### config.mk
export PLATFORM = sky130hd
export DESIGN_NAME = gbn_queue
export DESIGN_NICKNAME = d
export VERILOG_FILES = /design/src/rtl/core/gbn_pkg.sv /design/src/rtl/core/gbn_queue.sv
export SDC_FILE = /design/constraint.sdc
export NUM_CORES = 1
export LEC_CHECK = 0
export ABC_AREA = 1
export BUFFER_PORTS_ARGS = -buffer_cell sky130_fd_sc_hd__buf_2
export CORE_MARGIN = 3
export CORE_UTILIZATION = 36
export DETAILED_ROUTE_END_ITERATION = 10
export MAX_ROUTING_LAYER = met4
export SETUP_SLACK_MARGIN = 0.3
export SYNTH_ARGS = -nofsm -noshare
export SYNTH_HDL_FRONTEND = slang
export SYNTH_SLANG_ARGS = --single-unit
### constraint.sdc
create_clock -name clock -period 12.3 [get_ports clock]
set_clock_uncertainty 0.05 [all_clocks]
set_input_delay 0.615 -clock clock [delete_from_list [all_inputs] [get_ports clock]]
set_output_delay 0.615 -clock clock [all_outputs]
set_load 0.1 [all_outputs]
### src/rtl/core/gbn_pkg.sv
// Shared types, codes and helpers of the Go-Back-N sender.
// No dependencies; every other file of the block imports this package.
`default_nettype none
package gbn_pkg;

   localparam int WINDOW_MAX_DEF   = 8;
   localparam int BUFFER_DEPTH_DEF = 1024;
   localparam int SEQ_BITS_DEF     = 16;
   localparam int QUEUE_DEPTH      = 2;
   localparam int PAYLOAD_BITS     = 160;
   localparam int PAYLOAD_BYTES    = 20;
   localparam int CKS_BITS         = 19;
   localparam int CSR_ADDR_BITS    = 3;

   // request codes on the input channel
   localparam logic [1:0] REQ_MSG  = 2'd0;
   localparam logic [1:0] REQ_ACK  = 2'd1;
   localparam logic [1:0] REQ_TMO  = 2'd2;
   localparam logic [1:0] REQ_RSVD = 2'd3;

   localparam logic CSR_IDX_WINDOW = 1'b0;

   typedef enum logic [1:0] {
      EV_MSG,
      EV_ACK,
      EV_TMO,
      EV_NONE
   } ev_type;

   typedef enum logic [1:0] {
      TMR_LEAVE = 2'd0,
      TMR_START = 2'd1,
      TMR_STOP  = 2'd2
   } tmr_type;

   typedef enum logic [1:0] {
      ST_IDLE,
      ST_CHECK,
      ST_SEND,
      ST_RESEND
   } state_type;

   typedef struct packed {
      ev_type                    ev;
      logic [PAYLOAD_BITS-1:0]   payload;
      logic [15:0]               ack;
      logic                      cks_ok;
   } cmd_type;

   // sum of the 20 payload bytes, each taken as signed
   function automatic logic signed [12:0] byte_sum(input logic [PAYLOAD_BITS-1:0] p);
      logic signed [12:0] s;
      s = '0;
      for (int i = 0; i < PAYLOAD_BYTES; i++) begin
         s = s + 13'(signed'(p[8*i +: 8]));
      end
      return s;
   endfunction

endpackage
`default_nettype wire

### src/rtl/core/gbn_queue.sv
// Short command queue between front and back end.
// Depends on gbn_pkg.
`default_nettype none
module gbn_queue (
   input  wire logic              clock,
   input  wire logic              reset,
   input  wire logic              push,
   input  wire gbn_pkg::cmd_type  push_cmd,
   output logic                   full,
   input  wire logic              pop,
   output gbn_pkg::cmd_type       pop_cmd,
   output logic                   empty
);
   import gbn_pkg::*;

   localparam int IW = (QUEUE_DEPTH > 1) ? $clog2(QUEUE_DEPTH) : 1;
   localparam int CW = $clog2(QUEUE_DEPTH + 1);

   cmd_type         q_mem [QUEUE_DEPTH];
   logic [IW-1:0]   rd_ff, rd_in, wr_ff, wr_in;
   logic [CW-1:0]   cnt_ff, cnt_in;

   assign full    = (cnt_ff == CW'(QUEUE_DEPTH));
   assign empty   = (cnt_ff == '0);
   assign pop_cmd = q_mem[rd_ff];

   always_comb begin
      rd_in  = rd_ff;
      wr_in  = wr_ff;
      cnt_in = cnt_ff;
      if (push) begin
         wr_in = (wr_ff == IW'(QUEUE_DEPTH - 1)) ? '0 : wr_ff + 1'b1;
      end
      if (pop) begin
         rd_in = (rd_ff == IW'(QUEUE_DEPTH - 1)) ? '0 : rd_ff + 1'b1;
      end
      if (push && !pop) begin
         cnt_in = cnt_ff + 1'b1;
      end else if (pop && !push) begin
         cnt_in = cnt_ff - 1'b1;
      end
   end

   always_ff @(posedge clock) begin
      if (reset) begin
         rd_ff  <= '0;
         wr_ff  <= '0;
         cnt_ff <= '0;
      end else begin
         rd_ff  <= rd_in;
         wr_ff  <= wr_in;
         cnt_ff <= cnt_in;
      end
   end

   always_ff @(posedge clock) begin
      if (push) begin
         q_mem[wr_ff] <= push_cmd;
      end
   end

endmodule
`default_nettype wire

# Yosys cells after proc, flatten, opt, wreduce, memory -nomap -nowiden
# Memory sizes are Yosys's and may differ from the RTL's. A register that Yosys moved wholly into a read port is not among the register bits.
# Cells that the tools add are included.
[op_classes] addsub=4 eq_ne=1 n_mux=8 n_reduce_logical=6
[op_table] cell="2-to-1 mux 1 bit" n=6
[op_table] cell="2-to-1 mux 2 bit" n=2
[op_table] cell="adder 1 bit (second input constant)" n=2
[op_table] cell="adder 2 x 1 -> 2 bit (second input constant)" n=1
[op_table] cell="equality test 2 bit (second input constant)" n=1
[op_table] cell="logical AND 1 bit" n=2
[op_table] cell="logical NOT 1 bit" n=2
[op_table] cell="logical NOT 2 bit" n=1
[op_table] cell="nonzero test 2 bit" n=1
[op_table] cell="subtractor 2 x 1 -> 2 bit (second input constant)" n=1
[word_totals] ff_bits=4 ramBits=358 in_bits=183 out_inout_bits=181 wordCells=23 n_memories=1
[memory_table] name="q_mem" depth=2 width=179 rd=1 rd_clocked_by_memory_dff=1 wr=1 line_no="gbn_queue.sv:19" rtl="cmd_type q_mem [QUEUE_DEPTH];"

# Depth between registers and ports, before layout
[depth] depth_word=4 mapped_depth=8 mapped_depth_nobuf=8

# Worst setup path after synthesis
# Ideal clock, no wire load.
[synth_timing] path_kind="input to register" from="input port push" to="memory q_mem[0][0] (netlist bit), enable pin" setup_ns=0.726 arrival_ns=8.136 required_ns=11.524 slack_ns=3.388 path_stages=2 n_path_buf=0 path_cell_list="inv_1 -> nor2_1"
[synth_via] elab_chain_cells=2
[synth_rtl] element="start: declaration" line_no="gbn_queue.sv:7" rtl="input wire logic push,"
[synth_rtl] element="2-to-1 mux 1 bit" line_no="gbn_queue.sv:57" rtl="if (push) begin"
[synth_rtl] element="2-to-1 mux 1 bit (not written as such)" line_no="gbn_queue.sv:58" rtl="q_mem[wr_ff] <= push_cmd;"
[synth_rtl] element="end: declaration" line_no="gbn_queue.sv:19"
# Every way passes these cells.

==> results.py <==
metrics = {
    "finish": {
        "final_cell_mix": "buf_2 (363), edfxtp_1 (358), mux2_4 (100)",
        "area_growth_syn_to_layout_pct": 26.1,
        "final_common_cell": "buf_2",
        "drive_gt1_share_pct": 59.7,
        "fill_cells": 3201,
        "final_core_util_pct": 46.4,
        "nNetsFinal": 1164,
    },
    "cts": {
        "clock_sinks": 363,
        "root_buffer": "clkbuf_16",
        "cts_hold_buf": 0,
        "cts_tree": "yes",
        "post_cts_buffers": 0,
        "cts.path.max_buffers": 3,
        "clock_latency_ns": 0.52,
        "cts_buffers": 38,
        "h-tree-depth": 2,
        "clk_pin_slew_ns": 0.06,
        "ctsResizeCount": 0,
    },
    "route": {
        "drt_iter0_markers": 288,
        "firstDrtPassIters": 4,
        "vias": 6733,
        "routed_wl_um": 27700,
        "drc": 0,
        "routedWlPerCell_um": 18.3,
        "ant_nets": 0,
        "via_per_inst": 4.44,
    },
    "worst_setup_path": {
        "critical_path.cell_chain": "buf_4 > buf_4 > mux2_4 > buf_2",
        "required_ns": 11.64,
        "r2r_end": "q_mem[0][98]$_DFFE_PP_",
        "critPathMaxStageDelay_ns": 0.81,
        "endpoint_kind": "output port",
        "slowest_stage": "buf_4",
        "worst-setup-path-type": "flip-flop to output port",
        "r2r_start": "wr_ff$_SDFFE_PP0P_",
        "rr_worst_depth": 3,
        "cp_top_family": "buffers and inverters",
        "cp_max_fo": 50,
        "timing.critical_path.buf_inv": 3,
        "path_common_cell": "buf_4",
        "arrival_ns": 3.42,
        "cp-start-kind": "flip-flop",
        "r2r_slack_ns": 9.50,
    },
    "floorplan": {
        "initial_core_util_pct": 36.8,
        "num_rows": 70,
        "coreArea_um2": 36900,
        "die_area_um2": 40000,
        "die_y_um": 200,
        "die_w_um": 200,
        "ios": 364,
    },
    "yosys": {
        "syn-cell-area_um2": 13600,
        "synth_top_family_by_area": "multiplexers",
        "synth.area.top_cells": "edfxtp_1 (79%), mux2_4 (11%), mux2_2 (6.6%), buf_6 (1.2%), dfxtp_1 (0.74%)",
        "yosys_warnings": 0,
        "synthSimpleGateAreaFrac_pct": 0.452,
        "synthXorXnorAreaFrac_pct": 0.0646,
        "yosysTopAreaCell": "edfxtp_1",
        "synth_fp_nets": 774,
        "avgSynthCellArea_um2": 23.0,
        "synth-seq-area-share_pct": 80.0,
        "synthDominantCellAreaShare_pct": 79.3,
        "synth_cells": 590,
        "synth_compound_area_share_pct": 0.0738,
        "ys_seq_elements": 363,
        "synth-adder-area-share_pct": 0.0923,
        "muxShareOfSynthArea_pct": 17.6,
        "yosysUniqueCellTypes": 16,
    },
    "grt": {
        "grt_pass1_wl_um": 40200,
        "grt_overflow": 0,
        "antenna_found_initial": 6,
        "track_usage_pct": 13.5,
        "grt_max_degree": 111,
        "grt_pass1_vias": 6954,
    },
    "power_and_ir_drop": {
        "leakage_nw": 6.57,
        "cellPowerDensity_nw_per_um2": 190,
        "peakVddDrop_v": 0.000121,
    },
    "sta": {
        "hold_viol_final": 0,
        "setup_violations": 0,
        "min_period_ns": 4.09,
        "tns_ns": 0,
        "timing.final.crit_share_pct": 33.2,
        "grt_setup_unrepaired": "false",
        "max-slew-margin-rel_pct": 34.3,
        "tightest_slew_ns": 0.985,
        "slew_violations": 0,
        "fmax_mhz": 245,
    },
    "place": {
        "dp_hpwl_um": 19200,
        "io_buffers": 363,
        "gp_congestion": 0.750,
    },
    "worst_hold_path": {
        "worstHoldStart": "push_cmd[178]",
        "worstHoldPathCells": 1,
        "hp-class": "input port to flip-flop",
        "hold_end": "q_mem[0][178]$_DFFE_PP_",
    },
    "status": {
        "status": "finished, final reports clean",
    },
    "job": {
        "drv_cap": 0,
    },
}
[worst register-to-register path, stage by stage, from the launching register on]
cell	delay, ns
dfxtp_1	0.35
nor2_4	0.64
buf_4	0.57
buf_4	0.77
[routing by layer]
layer / part of all wire [%] / global-route usage [%]
met1: 41 / 16.4
met4: 2.2 / 4.47
met5: 0 / -
met2: 48 / 21.0
met3: 9.7 / 5.22
[area by class of cell]
type                            count  area, µm²  share of cell area (%)
Clock inverter                     16        126                   0.739
Tap cell                          504        631                    3.69
Antenna cell                        6       15.0                  0.0878
Multi-Input combinational cell    198       2490                    14.6
Timing Repair Buffer              370       1870                    10.9
Sequential cell                   363      10900                    63.5
Clock buffer                       51       1060                    6.22
Inverter                            9       41.3                   0.242
[power breakdown]
part / switching [mW] / internal (mW)
clock network: 0.434 / 0.647
logic: 0.574 / 0.147
registers: 0.0180 / 1.43
total: 1.03 / 2.23
[registers in the layout, summed over array words and instances (netlist names), named ones only]
| signal | flops |
|---|---|
| q_mem | 358 |
| wr_ff | 1 |
| cnt_ff | 2 |
| rd_ff | 1 |
[worst max-delay path by stage]
stage	cells after the start	slack, ns	startpoint	end
2_1_floorplan	2	3.39	push	q_mem[0][0]$_DFFE_PP_
4_1_cts	4	8.13	flip-flop	pop_cmd[98]
3_3_place_gp	4	8.78	flip-flop	pop_cmd[102]
3_5_place_dp	4	8.70	flip-flop	pop_cmd[98]
6_report	4	8.21	flip-flop	pop_cmd[54]
5_1_grt	4	8.00	flip-flop	pop_cmd[75]
[synth_stat cells]
| library cell | count |
|---|---|
| a21oi_1 | 1 |
| buf_2 | 6 |
| buf_6 | 14 |
| dfxtp_1 | 5 |
| edfxtp_1 | 358 |
| ha_1 | 1 |
| inv_1 | 9 |
| mux2_2 | 79 |
| mux2_4 | 100 |
| nand2_1 | 5 |
| nand3_1 | 1 |
| nand4_1 | 1 |
| nor2_1 | 7 |
| nor3_1 | 1 |
| o21ai_0 | 1 |
| xnor2_1 | 1 |
[cell families (layout without fill, tap and decap cells)]
group	Yosys count	after routing
AOI/OAI and AO/OA	2	2
and+or+nand+nor	15	15
adders and majority gates	1	1
muxes	179	179
DFF	363	363
buffers and inverters	29	446
other	0	6
xor gates and xnor gates	1	1
[through the flow]
step / area, µm² / cells / worst slack [ns] / power, mW / hold slack, ns
2_1_floorplan: 13600 / 590 / 3.39 / 2.10 / 0.430
3_3_place_gp: 15900 / 1444 / 8.78 / 2.20 / 0.445
3_5_place_dp: 15900 / 1444 / 8.70 / 2.21 / 0.469
4_1_cts: 17100 / 1511 / 8.13 / 3.30 / 0.193
5_1_grt: 17100 / 1517 / 8.00 / 3.37 / 0.190
6_report: 17100 / 1517 / 8.21 / 3.25 / 0.231
(Power assumes the default switching activity.)
