`src/rtl/core/gbn_pkg.sv`:
```
// Shared types, codes and helpers of the Go-Back-N sender.
// No dependencies; every other file of the block imports this package.
`default_nettype none
package gbn_pkg;

   localparam int WINDOW_MAX_DEF   = 8;
   localparam int BUFFER_DEPTH_DEF = 1024;
   localparam int SEQ_BITS_DEF     = 16;
   localparam int QUEUE_DEPTH      = 2;
   localparam int PAYLOAD_BITS     = 160;
   localparam int PAYLOAD_BYTES    = 20;
   localparam int CKS_BITS         = 19;
   localparam int CSR_ADDR_BITS    = 3;

   // request codes on the input channel
   localparam logic [1:0] REQ_MSG  = 2'd0;
   localparam logic [1:0] REQ_ACK  = 2'd1;
   localparam logic [1:0] REQ_TMO  = 2'd2;
   localparam logic [1:0] REQ_RSVD = 2'd3;

   localparam logic CSR_IDX_WINDOW = 1'b0;

   typedef enum logic [1:0] {
      EV_MSG,
      EV_ACK,
      EV_TMO,
      EV_NONE
   } ev_type;

   typedef enum logic [1:0] {
      TMR_LEAVE = 2'd0,
      TMR_START = 2'd1,
      TMR_STOP  = 2'd2
   } tmr_type;

   typedef enum logic [1:0] {
      ST_IDLE,
      ST_CHECK,
      ST_SEND,
      ST_RESEND
   } state_type;

   typedef struct packed {
      ev_type                    ev;
      logic [PAYLOAD_BITS-1:0]   payload;
      logic [15:0]               ack;
      logic                      cks_ok;
   } cmd_type;

   // sum of the 20 payload bytes, each taken as signed
   function automatic logic signed [12:0] byte_sum(input logic [PAYLOAD_BITS-1:0] p);
      logic signed [12:0] s;
      s = '0;
      for (int i = 0; i < PAYLOAD_BYTES; i++) begin
         s = s + 13'(signed'(p[8*i +: 8]));
      end
      return s;
   endfunction

endpackage
`default_nettype wire

```
`src/rtl/core/gbn_front.sv`:
```
// Front end: registers an accepted event, verifies an ACK checksum, issues a command.
// Depends on gbn_pkg.
`default_nettype none
module gbn_front (
   input  wire logic                          clock,
   input  wire logic                          reset,
   input  wire logic                          start,
   output logic                               busy,
   input  wire logic [1:0]                    req_type,
   input  wire logic [gbn_pkg::PAYLOAD_BITS-1:0] req_payload,
   input  wire logic [15:0]                   req_pkt_seq,
   input  wire logic [15:0]                   req_pkt_ack,
   input  wire logic signed [31:0]            req_pkt_checksum,
   output logic                               push,
   output gbn_pkg::cmd_type                   push_cmd,
   input  wire logic                          q_full
);
   import gbn_pkg::*;

   logic                        fe_valid_ff, fe_valid_in;
   logic [1:0]                  fe_type_ff;
   logic [PAYLOAD_BITS-1:0]     fe_payload_ff;
   logic [15:0]                 fe_seq_ff, fe_ack_ff;
   logic signed [31:0]          fe_cks_ff;
   logic                        accept;
   logic signed [33:0]          calc;

   assign busy   = fe_valid_ff & q_full;
   assign accept = start & ~busy;
   assign push   = fe_valid_ff & ~q_full;

   always_comb begin
      fe_valid_in = fe_valid_ff;
      if (accept) begin
         fe_valid_in = 1'b1;
      end else if (push) begin
         fe_valid_in = 1'b0;
      end
   end

   always_ff @(posedge clock) begin
      if (reset) begin
         fe_valid_ff <= 1'b0;
      end else begin
         fe_valid_ff <= fe_valid_in;
      end
   end

   always_ff @(posedge clock) begin
      if (accept) begin
         fe_type_ff    <= req_type;
         fe_payload_ff <= req_payload;
         fe_seq_ff     <= req_pkt_seq;
         fe_ack_ff     <= req_pkt_ack;
         fe_cks_ff     <= req_pkt_checksum;
      end
   end

   // classify and check the carried checksum
   always_comb begin
      calc = 34'(byte_sum(fe_payload_ff)) + signed'({18'b0, fe_seq_ff})
           + signed'({18'b0, fe_ack_ff});
      push_cmd.payload = fe_payload_ff;
      push_cmd.ack     = fe_ack_ff;
      push_cmd.cks_ok  = (calc == 34'(fe_cks_ff));
      unique case (fe_type_ff)
         REQ_MSG: push_cmd.ev = EV_MSG;
         REQ_ACK: push_cmd.ev = EV_ACK;
         REQ_TMO: push_cmd.ev = EV_TMO;
         default: push_cmd.ev = EV_NONE;
      endcase
   end

endmodule
`default_nettype wire

```
`config.mk`:
```
export PLATFORM = sky130hd
export DESIGN_NAME = gbn_front
export DESIGN_NICKNAME = d
export VERILOG_FILES = /design/src/rtl/core/gbn_pkg.sv /design/src/rtl/core/gbn_front.sv
export SDC_FILE = /design/constraint.sdc
export NUM_CORES = 1
export LEC_CHECK = 0
export ABC_AREA = 1
export BUFFER_PORTS_ARGS = -buffer_cell sky130_fd_sc_hd__buf_4
export CAP_MARGIN = 15
export CORE_UTILIZATION = 40
export DETAILED_ROUTE_END_ITERATION = 7
export PLACE_DENSITY = 0.74
export SETUP_SLACK_MARGIN = 0.1
export SLEW_MARGIN = 20
export SYNTH_ARGS = -nofsm -noshare
export SYNTH_HDL_FRONTEND = slang
export SYNTH_SLANG_ARGS = --single-unit
```
`constraint.sdc`:
```
create_clock -name clock -period 31.3 [get_ports clock]
set_clock_uncertainty 0.1 [all_clocks]
set_input_delay 1.565 -clock clock [delete_from_list [all_inputs] [get_ports clock]]
set_output_delay 1.565 -clock clock [all_outputs]
set_load 0.02 [all_outputs]
```
Word-level counts from Yosys, hierarchy flattened
Cells that the tools add are included.
{"block": "op_classes", "addsub": 21, "eq_ne": 3, "muxes": 3, "bitwise": 5, "reduce_logical": 2}
{"op": "13-bit by 8-bit adder with 13-bit output", "count": 14}
{"op": "19-bit by 32-bit equality test with 1-bit output", "count": 1}
{"op": "18-bit by 17-bit adder with 19-bit output", "count": 1}
{"op": "13-bit by 17-bit adder with 18-bit output", "count": 1}
{"op": "12-bit by 8-bit adder with 13-bit output", "count": 1}
{"op": "11-bit by 8-bit adder with 12-bit output", "count": 1}
{"op": "10-bit by 8-bit adder with 11-bit output", "count": 1}
{"op": "9-bit by 8-bit adder with 10-bit output", "count": 1}
{"op": "8-bit by 8-bit adder with 9-bit output", "count": 1}
{"op": "2-bit case mux with 3 select lines", "count": 1}
{"op": "1-bit AND", "count": 3}
{"op": "2-bit by 1-bit equality test with 1-bit output, second input constant", "count": 1}
{"op": "2-bit equality test, second input constant", "count": 1}
{"op": "2-bit zero test", "count": 1}
{"op": "1-bit 2-to-1 mux", "count": 2}
{"op": "1-bit inverter", "count": 2}
{"op": "2-bit nonzero test", "count": 1}
{"block": "totals", "register_bits": 227, "output_inout_bits": 181, "wordCells": 40}

Logic depth before layout (Yosys ltp)
Gate-level depths: netlist (run 1).
{"block": "logic_depth", "word_depth": 22, "mapped_depth": 29}

Least setup slack after synthesis (run 1)
No wires, ideal clock.
{"block": "synth_timing", "path_kind": "input port to flip-flop", "from": "input port q_full", "to": "register fe_ack_ff[0] (enable)", "setup_ns": 0.817, "t_arrival_ns": 11.130, "t_required_ns": 30.383, "path_slack_ns": 19.253, "cell_stages": 3, "n_path_buf": 0, "path_cell_list": "nand2_1 inv_1 nor2_1"}
{"block": "synth_via", "elab_chain_len": 3}
{"element": "from (decl)", "line": "gbn_front.sv:16", "rtl": "input wire logic q_full"}
{"element": "1-bit AND", "line": "gbn_front.sv:28", "rtl": "assign busy = fe_valid_ff & q_full;"}
{"element": "named net busy", "line": "gbn_front.sv:8", "rtl": "output logic busy,"}
{"element": "1-bit inverter", "line": "gbn_front.sv:29", "rtl": "assign accept = start & ~busy;"}
{"element": "1-bit AND", "line": "gbn_front.sv:29"}
{"element": "named net accept", "line": "gbn_front.sv:25", "rtl": "logic accept;"}
{"element": "to (signal assigned)", "line": "gbn_front.sv:54", "rtl": "fe_ack_ff <= req_pkt_ack;"}
{"element": "to (decl)", "line": "gbn_front.sv:23", "rtl": "logic [15:0] fe_seq_ff, fe_ack_ff;"}
The timed path passes the listed nets, and every way through them passes these cells.
A chain may end at the register's enable or synchronous reset.

==> results of run 1 <==
==> per-stage QoR <==
step	setup slack [ps]	cell area, um2	instances	hold slack [ps]	util (%)
2_1_floorplan	19250	13300	848	348	-
3_3_place_gp	23400	17000	1702	357	52.0
6_report	22810	17800	1746	386	54.6
3_5_place_dp	23330	17000	1702	378	52.0
4_1_cts	22730	17800	1746	386	54.6
5_1_grt	22360	17800	1746	417	54.6
==> final cells by class <==
class,count,share of cell area [%]
inverter,198,4.18
clock buffer,30,3.86
tap,442,3.11
sequential,227,38.2
clock inverter,14,0.815
multi-input combinational,421,32.3
timing repair buffer,414,17.5
==> flip-flops by register name, summed over array words and instances (netlist names) <==
signal         flops
fe_payload_ff    160
fe_cks_ff         32
fe_ack_ff         16
fe_seq_ff         16
fe_type_ff         2
fe_valid_ff        1
==> worst max path at each step <==
| stage | slack [ps] | endpoint | cells after the start |
|---|---|---|---|
| finish | 22810 | push_cmd[0] | 25 |
| global route | 22360 | push_cmd[0] | 27 |
| CTS | 22730 | push_cmd[0] | 25 |
| floorplan | 19250 | fe_ack_ff[0] | 3 |
| detailed placement | 23330 | push_cmd[0] | 25 |
| global placement | 23400 | push_cmd[0] | 21 |
==> cell usage after synthesis <==
master    count
edfxtp_1    226
fa_1        221
inv_1       196
nand2_1      60
ha_1         33
nor2_1       20
xnor2_1      16
nand3_1      13
a21oi_1      12
xor2_1       11
nand2_2       8
nand4_1       6
a31oi_1       3
nor4_1        3
o21ai_0       3
clkbuf_1      2
nand3b_1      2
o21ai_1       2
or4_1         2
xor2_2        2
a21o_1        1
a21oi_2       1
clkinv_1      1
dfxtp_1       1
inv_2         1
nand2_4       1
nand3_2       1
==> cell families after synthesis <==
| kind of cell | Yosys count |
|---|---|
| AOI/OAI and AO/OA | 22 |
| adders and majority gates | 254 |
| DFF | 227 |
| and+or+nand+nor | 116 |
| xor gates and xnor gates | 29 |
| buffers and inverters | 200 |
==> placed cells by master, fill, tap and decap left out, drive strengths merged, types with 5 or more instances in the layout <==
cell type	instances
fa	221
edfxtp	226
ha	33
buf	414
clkbuf	30
inv	198
o21ai	5
a21oi	13
nand3	14
xor2	13
xnor2	16
nand2	69
nand4	6
clkinv	11
nor2	20
==> critical path, delay by kind of cell (launching register included) <==
kind,cells,cell delay (ps)
fa+ha+maj,9,4220
simple gates,10,1020
xor+xnor,1,110
flops,1,460
buf+inv,5,500
==> layer usage <==
layer	vias to the layer above	track usage (%)
met5	-	0
met4	0	3.30
met3	34	4.98
met1	3868	21.3
met2	310	35.2
li1	3567	-
==> results.toml, run 1 <==
[run_status]
run_status = "finished, final reports clean"

[sta]
final_hold_viol_count = 0
relSlewSlack_pct = 28.7
fin_crit_sh_pct = 27.1
tns_ps = 0
fin_crit_ps = 8490
rsz0062_at_grt = "false"
finalMaxSlewViolations = 0
setup_viol = 0
fmax_mhz = 118
tightest_slew_ps = 1070

[floorplanning]
ios = 411
fp.coreArea_um2 = 32600
die_h_um = 184
rows = 66
die-area_um2 = 34000
die_w_um = 184
start_util_pct = 40.8

[detailed_routing]
drt_first_pass_iters = 4
num_vias = 7779
routed-wl-met2_um = 17200
dr_wl_met3_um = 2580
drt_wl_total_um = 31800
route.detailed.drc = 0
dr.max_layer_used = "met4"
avgViaCountPerCell = 4.46
ant_nets = 0
avgRoutedWirePerCell_um = 18.2
drt_iter0_drc = 297
wl_met1_um = 11500

[clock_network]
post_cts_resized = 0
clk-insertion-delay-late_ps = 530
cts_setup_buffers = 0
clk_path_buf_depth = 3
cts-hold-fix-buffers = 0
cts.root.buffer_cell = "clkbuf_16"
clock-sinks = 227
clkSlewWorstSetupHoldPaths_ps = 60
cts_inserted_buffers = 26
cts_tree = "yes"
cts_max_level = 1

[worst_setup_path]
cp_max_fo = 4
cpMaxStageDelayCell = "fa_1"
worstPathArrival_ps = 6830
r2r-end = "fe_payload_ff[36]"
required_ps = 29640
crit_type = "reg -> out"
crit-reg2reg-launch = "fe_valid_ff"
end_kind = "primary output"
cp_common_cell = "fa_1"
reg2reg_slack_ps = 28440
cp-start-kind = "flop"
rr_worst_depth = 5
crit_start = "fe_payload_ff[154]"
cp_slowest_stage_delay_ps = 570

[synthesis]
avgSynthCellArea_um2 = 15.7
synth_seq_cells = 227
synthesis.nets = 1332
synthTopCellsByArea = "edfxtp_1, fa_1, inv_1, ha_1, nand2_1"
yosysTopAreaCell = "edfxtp_1"
yosysWarnings = 0
synthAdderAreaFrac_pct = 36.4
ys_types = 27
synth_top_family_by_area = "adder cells"
syn_inst = 848
synth_xor_area_share_pct = 2.02
synth_top_area_share_pct = 51.0
synth_compound_area_share_pct = 0.903
muxShareOfSynthArea_pct = 0
yosysSeqAreaShare_pct = 51.2
synth_area_um2 = 13300
synthSimpleGateAreaFrac_pct = 3.93

[place]
portBuffers = 410
gp_congestion = 0.783
post-dp-hpwl_um = 26700

[final_layout]
fillers = 2662
drive_above_1_share_pct = 35.7
ff_latch_area_um2 = 6810
area_growth_pct = 33.8
antenna_cells = 0
multiInputGateArea_um2 = 5760
finalNetCount = 1772

[global_routing]
grt_pass1_wl_um = 47600
antenna_found_initial = 0
grtUsageTotal_pct = 18.7
grt_overflow = 0
grt_max_degree = 80
first_global_vias = 8750

[min_path]
hold_end = "fe_valid_ff"
hold_path.class = "reg -> reg"
min_from = "fe_valid_ff"
whs_path_depth = 2

[flow_run]
cap_violations = 0
Power of run 1 is not shown: default switching activity piles up to over one toggle a cycle in this logic, so the estimate is an artifact.
==> run 2: changes to the inputs <==
==> constraint.sdc (replaced) <==
create_clock -name clock -period 8.25 [get_ports clock]
set_clock_uncertainty 0.1 [all_clocks]
set_input_delay 0.4125 -clock clock [delete_from_list [all_inputs] [get_ports clock]]
set_output_delay 0.4125 -clock clock [all_outputs]
set_load 0.02 [all_outputs]
==> run 2 against run 1 <==
Register-to-register slack lost 23000 ps. Count of clock-buffer cells in the layout increased by 2. Global-route usage is 3.7 points higher. Critical endpoint unchanged. Highest routed layer is now met5. Largest cell class unchanged.
==> results.toml, run 2 (same netlist as run 1, synthesis figures left out) <==
[floorplanning]
die_w_um = 184
rows = 66
fp.coreArea_um2 = 32600
ios = 411
start_util_pct = 40.8
die-area_um2 = 34000
die_h_um = 184

[worst_setup_path]
worstPathArrival_ps = 6790
cpMaxStageDelayCell = "fa_1"
cp_max_fo = 4
rr_worst_depth = 4
crit_type = "reg -> out"
crit_chain = "fa_1 > inv_1 > fa_1 > fa_1 > fa_1 > fa_1 > fa_1 > inv_1 > fa_1 > ha_1 > inv_1 > fa_1 > inv_1 > nand3_1 > nand2_1 > nand4_1 > nand3_2 > a21oi_1 > xnor2_1 > nand2_1 > o21ai_1 > inv_1 > nor2_1 > buf_4"
cp_common_cell = "fa_1"
required_ps = 7740
end_kind = "primary output"
cp-start-kind = "flop"
cp_slowest_stage_delay_ps = 580

[global_routing]
grt_max_degree = 80
grt_pass1_wl_um = 56600
antenna_found_initial = 1
first_global_vias = 10300
grtUsageTotal_pct = 22.4
grt_overflow = 0

[clock_network]
cts_inserted_buffers = 26
cts.root.buffer_cell = "clkbuf_16"
cts-hold-fix-buffers = 227
cts_setup_buffers = 0
post_cts_resized = 0
clkSlewWorstSetupHoldPaths_ps = 60
clk-insertion-delay-late_ps = 530
cts_max_level = 1
clk_path_buf_depth = 3
clock-sinks = 227
cts_tree = "yes"

[sta]
rsz0062_at_grt = "false"
tns_ps = 0
fmax_mhz = 137
fin_crit_sh_pct = 88.5
fin_crit_ps = 7300
final_hold_viol_count = 0
setup_viol = 0
relSlewSlack_pct = 33.6
finalMaxSlewViolations = 0
tightest_slew_ps = 995

[detailed_routing]
drt_iter0_drc = 415
avgViaCountPerCell = 4.52
ant_nets = 0
drt_wl_total_um = 37600
num_vias = 8933
drt_first_pass_iters = 4
route.detailed.drc = 0
avgRoutedWirePerCell_um = 19.0

[final_layout]
final_cell_mix = "buf_4, dlygate4sd3_1, edfxtp_1"
largest_reg_flops = 160
final_common_cell = "buf_4"
top_register = "fe_payload_ff"
drive_above_1_share_pct = 30.1
finalNetCount = 1998
reg_top3 = "fe_payload_ff: 160 flops, fe_cks_ff: 32 flops"
fillers = 2387
area_growth_pct = 50.7

[flow_run]
cap_violations = 0

[place]
portBuffers = 410
gp_congestion = 0.780
post-dp-hpwl_um = 27300

[min_path]
whs_path_depth = 3
hold_path.class = "in -> reg"

[run_status]
run_status = "finished, final reports clean"
[run 2: cell types whose count changed in the layout (fill, tap and decap cells not counted), sizes merged]
cell	delta
diode	+1
bufinv	-1
clkinv	+2
buf	-1
clkinvlp	+1
dlygate4sd3	+227
clkbuf	+2
inv	-1
[run 2: layout make-up]
cell class	count	area [um2]	share of cell area, %
inverter	198	743	3.71
sequential	227	6810	33.9
timing repair buffer	640	5370	26.8
antenna	1	2.50	0.0125
tap	442	553	2.76
clock inverter	15	121	0.605
clock buffer	32	694	3.46
multi-input combinational	421	5760	28.7
[run 2: final timing paths]
check                    start            endpoint  slack, ps
min                     q_full         fe_valid_ff         80
max reg2reg        fe_valid_ff  fe_payload_ff[106]       5820
min reg2reg        fe_valid_ff         fe_valid_ff        390
max          fe_payload_ff[98]         push_cmd[0]        950
[run 2: through the flow]
step / std cells / utilization, % / setup WS [ps] / area, um2 / hold slack [ps]
floorplan: 848 / - / 1190 / 13300 / 348
global placement: 1701 / 52.0 / 1510 / 17000 / 357
detailed placement: 1701 / 52.0 / 1440 / 17000 / 383
CTS: 1975 / 61.5 / 828 / 20000 / 50.9
global route: 1975 / 61.5 / 427 / 20000 / 80.5
finish: 1976 / 61.5 / 945 / 20100 / 76.1
[run 2: worst max-delay path, delay by kind of cell, from the launching register on]
kind                       cells  cell delay (ps)
adders and majority gates      9             4240
xor gates and xnor gates       1              180
AOI/OAI and AO/OA              2              160
buffers and inverters          6              530
DFF                            1              430
and+or+nand+nor                6              720
[run 2: layer usage]
layer	up-vias	routed length (um)	global-route usage (%)
met3	73	2530	5.18
li1	4023	-	-
met5	-	8	0
met4	2	1070	6.27
met2	390	20400	41.9
met1	4445	13600	25.2
Power of run 2 is left out for the same reason.
